===== config.mk =====
export PLATFORM = sky130hd
export DESIGN_NAME = second_chance_page_replacement_unit
export DESIGN_NICKNAME = d
export VERILOG_FILES = /design/src/design/scpr_pkg.sv /design/src/design/second_chance_page_replacement_unit.sv /design/src/design/scpr_front.sv /design/src/design/scpr_back.sv
export SDC_FILE = /design/constraint.sdc
export NUM_CORES = 1
export LEC_CHECK = 0
export ABC_CLOCK_PERIOD_IN_PS = 6800
export BUFFER_PORTS_ARGS = -buffer_cell sky130_fd_sc_hd__buf_4
export CAP_MARGIN = 20
export CORE_ASPECT_RATIO = 1.25
export CORE_MARGIN = 4
export CORE_UTILIZATION = 53
export DETAILED_ROUTE_END_ITERATION = 7
export PLACE_DENSITY = 0.75
export SYNTH_ARGS = -nofsm -noshare
export SYNTH_HDL_FRONTEND = slang
export SYNTH_SLANG_ARGS = --single-unit

===== constraint.sdc =====
create_clock -name clk_i -period 6.8 [get_ports clk_i]
set_input_delay 0.34 -clock clk_i [delete_from_list [all_inputs] [get_ports clk_i]]
set_output_delay 0.34 -clock clk_i [all_outputs]
set_load 0.005 [all_outputs]

===== src/design/scpr_pkg.sv =====
// Shared constants and types for the second-chance page replacement unit.
`timescale 1ns / 1ps
package scpr_pkg;

  // Built frame capacity and page number width
  localparam int unsigned MAX_FRAMES = 16;
  localparam int unsigned PAGE_BITS  = 16;

  // Derived widths
  localparam int unsigned SLOT_W   = $clog2(MAX_FRAMES);
  localparam int unsigned CNT_W    = $clog2(MAX_FRAMES + 1);
  localparam int unsigned FC_W     = 5;
  localparam int unsigned STAT_W   = 32;
  localparam int unsigned IN_W     = 16;
  localparam int unsigned OUT_W    = 88;
  localparam int unsigned EVPAGE_W = 16;
  localparam int unsigned OSLOT_W  = 4;

  // Reset value of the frame count register
  localparam logic [FC_W-1:0] FC_RESET = FC_W'(16);

  // Head of the request queue, seen by the back end
  typedef struct packed {
    logic                 valid;
    logic [PAGE_BITS-1:0] page;
  } head_t;

endpackage


===== src/design/second_chance_page_replacement_unit.sv =====
// With the back end idle, a hit or an append raises its result in the cycle after
// acceptance; an eviction first runs the clock sweep, one slot per cycle, clearing set
// reference bits until it meets a clear one, and then raises its result. A new reference is
// taken only once the last result has been accepted; a two-entry queue keeps input flowing.
// Reset: asynchronous, active low; empties the ring, clears reference bits, hand and
// counters, and sets frame_count to 16. Resident pages are not cleared.
`timescale 1ns / 1ps
module second_chance_page_replacement_unit (
  input  logic                           clk_i,
  input  logic                           rst_ni,
  input  logic                           cfg_we_i,
  input  logic [scpr_pkg::FC_W-1:0]      cfg_wdata_i,   // frame_count
  input  logic                           s_axis_tvalid_i,
  output logic                           s_axis_tready_o,
  input  logic [scpr_pkg::IN_W-1:0]      s_axis_tdata_i,  // page_number
  output logic                           m_axis_tvalid_o,
  input  logic                           m_axis_tready_i,
  // hit, evicted_valid, evicted_page[16], frame_slot[4], hit_total[32],
  // fault_total[32], two zero bits
  output logic [scpr_pkg::OUT_W-1:0]     m_axis_tdata_o
);

  scpr_pkg::head_t                head;
  logic                           pop;
  logic                           out_hit;
  logic                           out_ev_valid;
  logic [scpr_pkg::EVPAGE_W-1:0]  out_ev_page;
  logic [scpr_pkg::OSLOT_W-1:0]   out_slot;
  logic [scpr_pkg::STAT_W-1:0]    out_hit_total;
  logic [scpr_pkg::STAT_W-1:0]    out_fault_total;

  // Request intake
  scpr_front u_front (
    .clk_i           (clk_i),
    .rst_ni          (rst_ni),
    .s_axis_tvalid_i (s_axis_tvalid_i),
    .s_axis_tready_o (s_axis_tready_o),
    .s_axis_tdata_i  (s_axis_tdata_i),
    .pop_i           (pop),
    .head_o          (head)
  );

  // Replacement engine
  scpr_back u_back (
    .clk_i             (clk_i),
    .rst_ni            (rst_ni),
    .cfg_we_i          (cfg_we_i),
    .cfg_wdata_i       (cfg_wdata_i),
    .head_i            (head),
    .pop_o             (pop),
    .out_valid_o       (m_axis_tvalid_o),
    .out_ready_i       (m_axis_tready_i),
    .out_hit_o         (out_hit),
    .out_ev_valid_o    (out_ev_valid),
    .out_ev_page_o     (out_ev_page),
    .out_slot_o        (out_slot),
    .out_hit_total_o   (out_hit_total),
    .out_fault_total_o (out_fault_total)
  );

  // Result packing, highest field first (hit in bit 0)
  assign m_axis_tdata_o = {2'b00, out_fault_total, out_hit_total, out_slot,
                           out_ev_page, out_ev_valid, out_hit};

endmodule


===== src/design/scpr_front.sv =====
// Front end: takes page references off the input stream into a two-entry queue.
`timescale 1ns / 1ps
module scpr_front (
  input  logic                           clk_i,
  input  logic                           rst_ni,
  input  logic                           s_axis_tvalid_i,
  output logic                           s_axis_tready_o,
  input  logic [scpr_pkg::IN_W-1:0]      s_axis_tdata_i,
  input  logic                           pop_i,
  output scpr_pkg::head_t                head_o
);

  logic [scpr_pkg::PAGE_BITS-1:0] entry_q [2];
  logic                           wr_ptr_q, wr_ptr_d;
  logic                           rd_ptr_q, rd_ptr_d;
  logic [1:0]                     count_q, count_d;
  logic                           push;
  logic                           pop;

  assign s_axis_tready_o = (count_q != 2'd2);
  assign push            = s_axis_tvalid_i && s_axis_tready_o;
  assign pop             = pop_i && (count_q != 2'd0);

  // Queue pointers and fill level
  always_comb begin
    wr_ptr_d = wr_ptr_q;
    rd_ptr_d = rd_ptr_q;
    count_d  = count_q;
    if (push) begin
      wr_ptr_d = ~wr_ptr_q;
    end
    if (pop) begin
      rd_ptr_d = ~rd_ptr_q;
    end
    if (push && !pop) begin
      count_d = count_q + 2'd1;
    end else if (pop && !push) begin
      count_d = count_q - 2'd1;
    end
  end

  always_ff @(posedge clk_i or negedge rst_ni) begin
    if (!rst_ni) begin
      wr_ptr_q <= 1'b0;
      rd_ptr_q <= 1'b0;
      count_q  <= 2'd0;
    end else begin
      wr_ptr_q <= wr_ptr_d;
      rd_ptr_q <= rd_ptr_d;
      count_q  <= count_d;
    end
  end

  // Page storage, masked to the page width on entry
  always_ff @(posedge clk_i) begin
    if (push) begin
      entry_q[wr_ptr_q] <= scpr_pkg::PAGE_BITS'(s_axis_tdata_i);
    end
  end

  assign head_o.valid = (count_q != 2'd0);
  assign head_o.page  = entry_q[rd_ptr_q];

endmodule


===== src/design/scpr_back.sv =====
// Back end: frame table, clock sweep sequencer, counters and result register.
`timescale 1ns / 1ps
module scpr_back (
  input  logic                            clk_i,
  input  logic                            rst_ni,
  input  logic                            cfg_we_i,
  input  logic [scpr_pkg::FC_W-1:0]       cfg_wdata_i,
  input  scpr_pkg::head_t                 head_i,
  output logic                            pop_o,
  output logic                            out_valid_o,
  input  logic                            out_ready_i,
  output logic                            out_hit_o,
  output logic                            out_ev_valid_o,
  output logic [scpr_pkg::EVPAGE_W-1:0]   out_ev_page_o,
  output logic [scpr_pkg::OSLOT_W-1:0]    out_slot_o,
  output logic [scpr_pkg::STAT_W-1:0]     out_hit_total_o,
  output logic [scpr_pkg::STAT_W-1:0]     out_fault_total_o
);

  localparam logic ST_IDLE  = 1'b0;
  localparam logic ST_SWEEP = 1'b1;

  logic                            state_q, state_d;
  logic [scpr_pkg::PAGE_BITS-1:0]  res_q [scpr_pkg::MAX_FRAMES];
  logic [scpr_pkg::MAX_FRAMES-1:0] ref_q, ref_d;
  logic [scpr_pkg::CNT_W-1:0]      filled_q, filled_d;
  logic [scpr_pkg::SLOT_W-1:0]     hand_q, hand_d;
  logic [scpr_pkg::SLOT_W-1:0]     h_q, h_d;
  logic [scpr_pkg::PAGE_BITS-1:0]  page_q, page_d;
  logic [scpr_pkg::STAT_W-1:0]     hit_cnt_q, hit_cnt_d;
  logic [scpr_pkg::STAT_W-1:0]     fault_cnt_q, fault_cnt_d;
  logic [scpr_pkg::FC_W-1:0]       fc_q;

  logic                            out_valid_q, out_valid_d;
  logic                            out_hit_q, out_hit_d;
  logic                            out_ev_valid_q, out_ev_valid_d;
  logic [scpr_pkg::PAGE_BITS-1:0]  out_ev_page_q, out_ev_page_d;
  logic [scpr_pkg::SLOT_W-1:0]     out_slot_q, out_slot_d;

  logic                            res_we;
  logic [scpr_pkg::SLOT_W-1:0]     res_waddr;
  logic [scpr_pkg::PAGE_BITS-1:0]  res_wdata;

  logic [scpr_pkg::CNT_W-1:0]      usable;
  logic [scpr_pkg::MAX_FRAMES-1:0] match;
  logic                            found;
  logic [scpr_pkg::SLOT_W-1:0]     hit_slot;
  logic [scpr_pkg::SLOT_W-1:0]     h_start;
  logic [scpr_pkg::SLOT_W-1:0]     h_next;
  logic [scpr_pkg::STAT_W-1:0]     hit_inc;
  logic [scpr_pkg::STAT_W-1:0]     fault_inc;

  // Frame count clamped to 1..MAX_FRAMES
  always_comb begin
    if (fc_q == '0) begin
      usable = scpr_pkg::CNT_W'(1);
    end else if (32'(fc_q) > 32'(scpr_pkg::MAX_FRAMES)) begin
      usable = scpr_pkg::CNT_W'(scpr_pkg::MAX_FRAMES);
    end else begin
      usable = scpr_pkg::CNT_W'(fc_q);
    end
  end

  // Parallel lookup over the filled frames; a page is resident at most once
  always_comb begin
    hit_slot = '0;
    for (int i = 0; i < int'(scpr_pkg::MAX_FRAMES); i++) begin
      match[i] = (scpr_pkg::CNT_W'(i) < filled_q) && (res_q[i] == head_i.page);
      if (match[i]) begin
        hit_slot = hit_slot | scpr_pkg::SLOT_W'(i);
      end
    end
  end
  assign found = |match;

  // Hand wrap at the filled size
  assign h_start = (scpr_pkg::CNT_W'(hand_q) >= filled_q) ? '0 : hand_q;
  assign h_next  = ((scpr_pkg::CNT_W'(h_q) + scpr_pkg::CNT_W'(1)) >= filled_q) ?
                   '0 : (h_q + scpr_pkg::SLOT_W'(1));

  // Saturating counters
  assign hit_inc   = (hit_cnt_q == '1) ? hit_cnt_q : hit_cnt_q + 1'b1;
  assign fault_inc = (fault_cnt_q == '1) ? fault_cnt_q : fault_cnt_q + 1'b1;

  // Sequencer
  always_comb begin
    state_d        = state_q;
    ref_d          = ref_q;
    filled_d       = filled_q;
    hand_d         = hand_q;
    h_d            = h_q;
    page_d         = page_q;
    hit_cnt_d      = hit_cnt_q;
    fault_cnt_d    = fault_cnt_q;
    out_valid_d    = out_valid_q && !out_ready_i;
    out_hit_d      = out_hit_q;
    out_ev_valid_d = out_ev_valid_q;
    out_ev_page_d  = out_ev_page_q;
    out_slot_d     = out_slot_q;
    res_we         = 1'b0;
    res_waddr      = '0;
    res_wdata      = head_i.page;
    pop_o          = 1'b0;
    case (state_q)
      ST_IDLE: begin
        if (head_i.valid && !out_valid_q) begin
          pop_o = 1'b1;
          if (found) begin
            ref_d[hit_slot] = 1'b1;
            hit_cnt_d       = hit_inc;
            out_valid_d     = 1'b1;
            out_hit_d       = 1'b1;
            out_ev_valid_d  = 1'b0;
            out_ev_page_d   = '0;
            out_slot_d      = hit_slot;
          end else if (filled_q < usable) begin
            // Free frame: append
            res_we                                   = 1'b1;
            res_waddr                                = scpr_pkg::SLOT_W'(filled_q);
            ref_d[scpr_pkg::SLOT_W'(filled_q)]       = 1'b0;
            filled_d                                 = filled_q + 1'b1;
            fault_cnt_d                              = fault_inc;
            out_valid_d                              = 1'b1;
            out_hit_d                                = 1'b0;
            out_ev_valid_d                           = 1'b0;
            out_ev_page_d                            = '0;
            out_slot_d                               = scpr_pkg::SLOT_W'(filled_q);
          end else begin
            page_d  = head_i.page;
            h_d     = h_start;
            state_d = ST_SWEEP;
          end
        end
      end
      ST_SWEEP: begin
        if (ref_q[h_q]) begin
          // Second chance: clear and move on
          ref_d[h_q] = 1'b0;
          h_d        = h_next;
        end else begin
          res_we         = 1'b1;
          res_waddr      = h_q;
          res_wdata      = page_q;
          ref_d[h_q]     = 1'b0;
          hand_d         = h_next;
          fault_cnt_d    = fault_inc;
          out_valid_d    = 1'b1;
          out_hit_d      = 1'b0;
          out_ev_valid_d = 1'b1;
          out_ev_page_d  = res_q[h_q];
          out_slot_d     = h_q;
          state_d        = ST_IDLE;
        end
      end
      default: begin
        state_d = ST_IDLE;
      end
    endcase
  end

  always_ff @(posedge clk_i or negedge rst_ni) begin
    if (!rst_ni) begin
      state_q     <= ST_IDLE;
      ref_q       <= '0;
      filled_q    <= '0;
      hand_q      <= '0;
      hit_cnt_q   <= '0;
      fault_cnt_q <= '0;
      out_valid_q <= 1'b0;
      fc_q        <= scpr_pkg::FC_RESET;
    end else begin
      state_q     <= state_d;
      ref_q       <= ref_d;
      filled_q    <= filled_d;
      hand_q      <= hand_d;
      hit_cnt_q   <= hit_cnt_d;
      fault_cnt_q <= fault_cnt_d;
      out_valid_q <= out_valid_d;
      if (cfg_we_i) begin
        fc_q <= cfg_wdata_i;
      end
    end
  end

  // Payload registers
  always_ff @(posedge clk_i) begin
    h_q            <= h_d;
    page_q         <= page_d;
    out_hit_q      <= out_hit_d;
    out_ev_valid_q <= out_ev_valid_d;
    out_ev_page_q  <= out_ev_page_d;
    out_slot_q     <= out_slot_d;
    if (res_we) begin
      res_q[res_waddr] <= res_wdata;
    end
  end

  assign out_valid_o       = out_valid_q;
  assign out_hit_o         = out_hit_q;
  assign out_ev_valid_o    = out_ev_valid_q;
  assign out_ev_page_o     = scpr_pkg::EVPAGE_W'(out_ev_page_q);
  assign out_slot_o        = scpr_pkg::OSLOT_W'(out_slot_q);
  assign out_hit_total_o   = hit_cnt_q;
  assign out_fault_total_o = fault_cnt_q;

endmodule


==> metrics.cfg, run 1 <==
[outcome]
outcome = complete, no violations

[timing]
setup-violations-final = 0
final_min_period_over_clock_period_pct = 83.9
rsz0062_at_grt = false
maxSlewHeadroom_pct = 17.8
fin_setup_tns_ps = 0
period_needed_ps = 5710
fmax_mhz = 175
worst_clock_skew_ps = 18.5
hold_viol = 0
final_max_slew_viol_count = 0
worst_pin_slew_ps = 1230

[pwr]
powerDensity_nw_per_um2 = 460
p_clk_share_pct = 20.0
switchingPower_mw = 4.82
p_seq_share_pct = 34.8
power_leakage_nw = 8.91
netSwitchingFraction_pct = 40.5
peakVddDrop_v = 0.000242
comb_power_share_pct = 45.2
internal-power_mw = 7.06

[synth]
yosys_warnings = 0
ys_types = 73
synth_cells = 1702
yosysSeqAreaShare_pct = 55.8
syn_area_per_cell_um2 = 13.1
synthFlopType = edfxtp_1
synth_enable_flop_cells = 330
synth-adder-area-share_pct = 1.34
synth_compound_area_share_pct = 4.83
synthMuxAreaShare_pct = 9.87
syn-cell-area_um2 = 22400
synth_xor_xnor_area_share_pct = 12.9
ys_ff_latch = 434
ys_async_sr_fraction_pct = 23.0
synth_top_family_by_area = XOR/XNOR gates
synth-simple-area-share_pct = 12.3

[finish]
fin_nets = 1898
drive_above_1_share_pct = 21.1
fin_cells = 2433
diodes = 0
area_growth_pct = 15.5
fillers = 3163

[worst_setup_path]
critPathCaptureType = flop
startpoint_type = flop
path_max_fanout = 20
cp_slowest_stage_delay_ps = 920
crit_required_ps = 6980
cpMaxStageDelayCell = mux2i_4
crit_family = simple AND/OR/NAND/NOR gates
reg2regPathDepth = 12
path_depth = 12
critPathKind = flop to flop
worstPathArrival_ps = 5890
path_cells = buf_12 -> mux2i_4 -> xnor2_1 -> nor3_1 -> nand3_1 -> nor4_1 -> nor4_2 -> nand4_4 -> buf_4 -> or4_1 -> o31ai_1 -> o21a_1
path_buf_inv = 2

[place]
numPortBuffers = 113
dpl.hpwl_mm = 51.1
finalWeightedCongestion = 1.04
dp_cells = 2329

[routing]
vias = 15694
drc_errors = 0
ant_nets = 0
routed_wl_mm = 70.0
drtPass1Iterations = 7
first_iter_violations = 1928
vias_per_cell = 6.45
drt-wirelength-per-cell_um = 28.8

[clock_tree]
cts-root-buf = clkbuf_16
post-cts-setup-buffer-count = 0
clkLatencyLatePin_ps = 560
cts_buffers = 43
cts.reportedPaths.clkPinSlew_ps = 60
numClockSinks = 434
cts.htree.levels = 2
holdBufCountCts = 22
post_cts_resized = 0
cts_tree = done
clk_path_buf_depth = 3

[die]
die_y_um = 238
row_count = 83
dieArea_um2 = 45600
start_util_pct = 54.0
die_x_um = 192
core_um2 = 41400
ios = 116

[global_route]
grt_use_met1_pct = 37.5
grt_pass1_wl_mm = 102
grt_util_met2_pct = 50.9
grt.overflow.total = 0
grt_max_degree = 71
grtUsageMet3_pct = 5.27
grt_pass1_vias = 15650
top_usage_layer = met2
grt_usage_pct = 30.5
antenna_found_initial = 4

[worst_hold_path]
hold_path_class = input port to flop
hold-path-cell-count = 2

[flow_run]
maxCapViolCount = 0

[per-stage QoR]
stage          worst slack (ps)  total power, mW  instance area, um2  hold WS, ps  util [%]
3_5_place_dp                872             9.38               24200          321      58.3
2_1_floorplan              2420             7.23               22400         44.4         -
6_report                   1090             11.9               25800         21.2      62.4
5_1_grt                     853             12.3               25800         32.1      62.4
4_1_cts                     885             11.8               25800         3.78      62.2
3_3_place_gp                985             9.26               24100          315      58.1
[cell type report]
class                      count  area [um2]  share of cell area, %
sequential                   434       12500                   48.4
tap                          552         691                   2.67
inverter                      42         158                  0.610
clock inverter                25         224                  0.867
timing repair buffer         187        1600                   6.19
clock buffer                  53        1170                   4.51
multi-input combinational   1140        9510                   36.8
[registers in the layout, summed over array words and instances (netlist names), 5 cells and up, named ones only]
register and flops:
u_front.entry_q 32, u_back.page_q 16, u_back.out_ev_page_o 16, u_back.fc_q 5, u_back.res_q 256, u_back.out_fault_total_o 32
u_back.ref_q 16, u_back.out_hit_total_o 32, u_back.filled_q 5
[power groups by stage]
stage	Clock [mW]	Sequential (mW)	Combinational, mW
after floorplan	0	3.93	3.31
after global placement	0	4.18	5.08
after detailed placement	0	4.20	5.18
after CTS	2.40	4.15	5.21
after global routing	2.51	4.18	5.60
final	2.37	4.14	5.38
[placed cells by master (no fill, tap or decap), types with 29 or more instances in the layout]
master     netlist  routed
a21oi_1         61      46
and2_1          29      29
buf_4           26     154
clkbuf_16        0      45
dfrtp_1         99      97
edfxtp_1       330     330
inv_1           42      42
mux4_2          85      85
nand2_1        101     101
nand3_1         49      49
nand4_1         38      38
nor2_1          84      84
nor3_1          37      36
nor4_1          97      97
xnor2_1        302     302
[synthesized netlist by cell type (5+ instances only)]
cell | instances | area (um2)
o22a_1 | 5 | 43.8
inv_1 | 42 | 158
and3_1 | 23 | 144
or4_1 | 5 | 37.5
buf_6 | 8 | 90.1
edfxtp_1 | 330 | 9910
nor3_2 | 7 | 70.1
a31oi_1 | 10 | 62.6
buf_1 | 11 | 41.3
o22ai_1 | 5 | 31.3
nand2_1 | 101 | 379
nor4_1 | 97 | 607
nor2_1 | 84 | 315
nand4_1 | 38 | 238
or3_1 | 7 | 43.8
clkbuf_1 | 30 | 113
a2111o_1 | 6 | 67.6
dfrtp_1 | 99 | 2480
a22o_1 | 5 | 43.8
mux4_2 | 85 | 1910
buf_2 | 11 | 55.1
a211oi_1 | 12 | 90.1
o21ai_0 | 19 | 95.1
xor2_1 | 27 | 236
ha_1 | 24 | 300
nand2b_1 | 7 | 43.8
xnor2_1 | 302 | 2650
mux2_2 | 10 | 113
nor3_1 | 37 | 185
a21boi_0 | 6 | 45.0
nor4_2 | 9 | 113
and2_1 | 29 | 181
nand3_1 | 49 | 245
a21oi_1 | 61 | 305
buf_4 | 26 | 195
mux2i_1 | 17 | 170
[final timing paths]
kind	startpoint	endpoint	slack (ps)
worst max-delay path	u_front.rd_ptr_q	u_back.res_q[11][3]	1090
worst min-delay path	m_axis_tready_i	u_back.out_valid_o	20
worst max register to register	u_front.rd_ptr_q	u_back.res_q[11][3]	1090
worst min register to register	u_back.out_hit_total_o[22]	u_back.out_hit_total_o[22]	480
max in group asynchronous	rst_ni	u_back.out_hit_total_o[29]	5220
min in group asynchronous	rst_ni	u_back.out_fault_total_o[14]	300
[per-layer routing]
metal	vias up	routed length, um
met5	-	28
met4	6	5080
met3	242	6120
met2	936	33900
met1	7820	24900
li1	6690	-
[logic make-up after synthesis]
logic type	count (synthesis)
multiplexers	113
other	1
AND/OR/NAND/NOR	509
XOR/XNOR	329
flip-flops	434
buffers and inverters	129
AO/OA/AOI/OAI	163
adder cells (fa/ha/maj)	24
No activity file was read; power rests on OpenSTA's default activity.
==> run 2: changes to the inputs <==
- ABC_AREA: not set -> 1
- ABC_CLOCK_PERIOD_IN_PS: 6800 -> 5710
- PLACE_DENSITY: 0.75 -> 0.74
- clock period: 6.8 -> 5.71 ns (I/O delays scaled with it)
==> metrics.cfg, run 2 <==
[routing]
drt-wirelength-per-cell_um = 24.3  ; -16%
vias_per_cell = 5.91  ; -8.4%
vias = 24941  ; +59%
drc_errors = 0  ; unchanged
ant_nets = 0  ; unchanged
routed_wl_mm = 103  ; +47%
first_iter_violations = 3369  ; +75%
drtPass1Iterations = 6  ; -1

[die]
die_y_um = 258  ; +8.4%
dieArea_um2 = 53500  ; +17%
ios = 116  ; unchanged
row_count = 91  ; +9.6%
die_x_um = 208  ; +8.3%
core_um2 = 49300  ; +19%
start_util_pct = 53.6  ; -0.41 points

[worst_setup_path]
critPathKind = flop to flop
cp_slowest_stage_delay_ps = 760  ; -160 ps
r2r-end = u_back.page_q[9]
worstPathArrival_ps = 4760  ; -1130 ps
path_max_fanout = 33  ; +65%
rr_startpoint = u_front.rd_ptr_q
reg2regPathDepth = 15  ; +3
path_cells = buf_4 -> nand2_1 -> nand2_2 -> nand2_1 -> nand2_1 -> nor2_1 -> nand2_1 -> nor2_1 -> nand3_1 -> nand2_1 -> nor2_4 -> nand2_4 -> nor2_8 -> nand3_2 -> inv_1
startpoint_type = flop
cpMaxStageDelayCell = inv_1
critPathCaptureType = flop
crit_top_cell = nand2_1
r2r_setup_slack_ps = 1160  ; +60 ps
path_depth = 15  ; +3
crit_required_ps = 5910  ; -1070 ps
crit_family = simple AND/OR/NAND/NOR gates
path_buf_inv = 2  ; unchanged

[place]
finalWeightedCongestion = 1.06  ; +1.7%
post-place-ws_ps = 1360  ; +484 ps
dpl.hpwl_mm = 73.5  ; +44%
numPortBuffers = 113  ; unchanged

[synth]
yosys_warnings = 0  ; unchanged
yosysMostFrequentCell = nand2_1
syn-cell-area_um2 = 26400  ; +18%
yosys.area.top_type_share_pct = 37.5  ; -6.8 points
synth_enable_flop_cells = 330  ; unchanged
yosys-top-cells-area = edfxtp_1 38%, nand2_1 16%, dfrtp_1 9.4%
ys_types = 58  ; -21%
ys_ff_latch = 434  ; unchanged
syn_area_per_cell_um2 = 7.73  ; -41%
synthFlopType = edfxtp_1
yosysSeqAreaShare_pct = 47.3  ; -8.5 points
synth_cells = 3418  ; +100%
yosys.area.top_type = edfxtp_1
ys_async_sr_fraction_pct = 23.0  ; unchanged
synthTopCellsByCount = 1099 x nand2_1, 378 x inv_1, 330 x edfxtp_1, 330 x nor2_1, 229 x nand3_1

[global_route]
grt_max_degree = 93  ; +31%
grt.overflow.total = 0  ; unchanged
grt_pass1_vias = 23608  ; +51%
antenna_found_initial = 1  ; -3
grt_usage_pct = 37.0  ; +6.5 points
grt_pass1_wl_mm = 148  ; +45%

[timing]
final_min_period_over_clock_period_pct = 79.8  ; -4.2 points
period_needed_ps = 4550  ; -1150 ps
final_max_slew_viol_count = 0  ; unchanged
maxSlewHeadroom_pct = 18.8  ; +1.0 points
setup-violations-final = 0  ; unchanged
finalWorstSetupSlack_ps = 1160  ; +62.2 ps
fmax_mhz = 220  ; +25%
worst_pin_slew_ps = 1220  ; -15.7 ps
worst_clock_skew_ps = 40.5  ; +22.0 ps
fin_setup_tns_ps = 0  ; unchanged
rsz0062_at_grt = false
hold_viol = 0  ; unchanged

[worst_hold_path]
min-delay-start = s_axis_tvalid_i
min_to = u_front.wr_ptr_q
hold-path-cell-count = 5  ; +3
hold_path_class = input port to flop

[clock_tree]
cts_buffers = 47  ; +9.3%
cts.htree.levels = 2  ; unchanged
clk_path_buf_depth = 3  ; unchanged
post_cts_resized = 0  ; unchanged
cts_tree = done
cts.reportedPaths.clkPinSlew_ps = 60  ; about the same
numClockSinks = 434  ; unchanged
cts-root-buf = clkbuf_16
clkLatencyLatePin_ps = 610  ; +50 ps

[pwr]
internal-power_mw = 8.48  ; +20%
peakVddDrop_v = 0.000312  ; +29%
power_leakage_nw = 13.5  ; +52%
netSwitchingFraction_pct = 49.9  ; +9.3 points
p_seq_share_pct = 30.2  ; -4.6 points
p_clk_share_pct = 18.9  ; -1.1 points
comb_power_share_pct = 50.9  ; +5.7 points
switchingPower_mw = 8.45  ; +75%
powerDensity_nw_per_um2 = 572  ; +24%

[finish]
fin_nets = 3583  ; +89%
area_growth_pct = 12.1
final_common_cell = nand2_1
largest-register = u_back.res_q
final_core_util_pct = 60.1  ; -2.3 points
layout_common_cells = 1099 x nand2_1, 378 x inv_1, 330 x edfxtp_1, 329 x nor2_1, 229 x nand3_1
largest_register_ffs = 256  ; unchanged
drive_above_1_share_pct = 9.36  ; -12 points

[outcome]
outcome = complete, no violations

[flow_run]
maxCapViolCount = 0  ; unchanged

## run 2: cell types whose count changed after synthesis, sizes merged, moves of 186 or more
cell	change
o21ai	+197
nand2	+1056
inv	+342
nor2	+252
xnor2	-273
nand3	+186
## run 2: layout make-up
class / count / area [um2]
diodes: 2 / 5.00
clock buffers: 59 / 1270
clock inverters: 25 / 299
fillers: 4572 / 19700
inverters: 388 / 1470
multi-input cells: 2477 / 11800
flip-flops and latches: 434 / 12500
well taps: 651 / 815
repair buffers: 185 / 1460
## run 2: worst reg2reg max path: cells and delay by family (launching register included)
family | cells | cell delay [ps]
buf+inv | 2 | 1190
simple gates | 13 | 2580
flops | 1 | 410
## run 2: worst max-delay path by stage
stage	from	to	slack, ps
detailed placement	u_front.rd_ptr_q	u_back.page_q[1]	1360
CTS	u_front.rd_ptr_q	u_back.page_q[4]	1330
finish	u_front.rd_ptr_q	u_back.page_q[9]	1160
global route	u_front.rd_ptr_q	u_back.page_q[8]	1030
floorplan	u_front.rd_ptr_q	u_back.res_q[13][0]	2360
global placement	u_front.rd_ptr_q	u_back.page_q[13]	1380
## run 2: per-stage QoR
step / power, mW / hold WS (ps) / area, um2 / cells
2_1_floorplan: 10.1 / -10.1 / 26400 / 3419
3_3_place_gp: 13.3 / 405 / 27800 / 4108
3_5_place_dp: 13.4 / 414 / 27800 / 4110
4_1_cts: 16.6 / 100 / 29600 / 4219
5_1_grt: 17.6 / 105 / 29600 / 4219
6_report: 16.9 / 131 / 29600 / 4221
## run 2: cells by family after synthesis
logic type,Yosys count,share of synthesized area (%)
XOR/XNOR,101,3.38
other,1,0.0142
AO/OA/AOI/OAI,418,8.34
buffers and inverters,508,8.18
flip-flops,434,47.3
AND/OR/NAND/NOR,1928,31.5
multiplexers,4,0.170
adder cells (fa/ha/maj),24,1.14
## run 2: timing repair
item                                    in CTS  in global routing
hold buffers                                25                  0
endpoints found under the setup margin       0                  0
setup buffers                                0                  0
endpoints found under the hold margin       94                  0
## run 2: routing by layer
metal  vias to the layer above  GRT usage [%]  wire (um)
li1                      11436              -          -
met1                     11475           45.1      36900
met2                      1616           58.2      45500
met3                       412           9.53      11700
met4                         2           24.6       8530
met5                         -              0         17
## run 2: power groups by stage
stage	combinational [mW]	clock [mW]	sequential, mW
2_1_floorplan	5.22	0	4.88
3_5_place_dp	8.24	0	5.14
5_1_grt	9.07	3.34	5.16
4_1_cts	8.28	3.21	5.09
3_3_place_gp	8.18	0	5.14
6_report	8.62	3.20	5.12
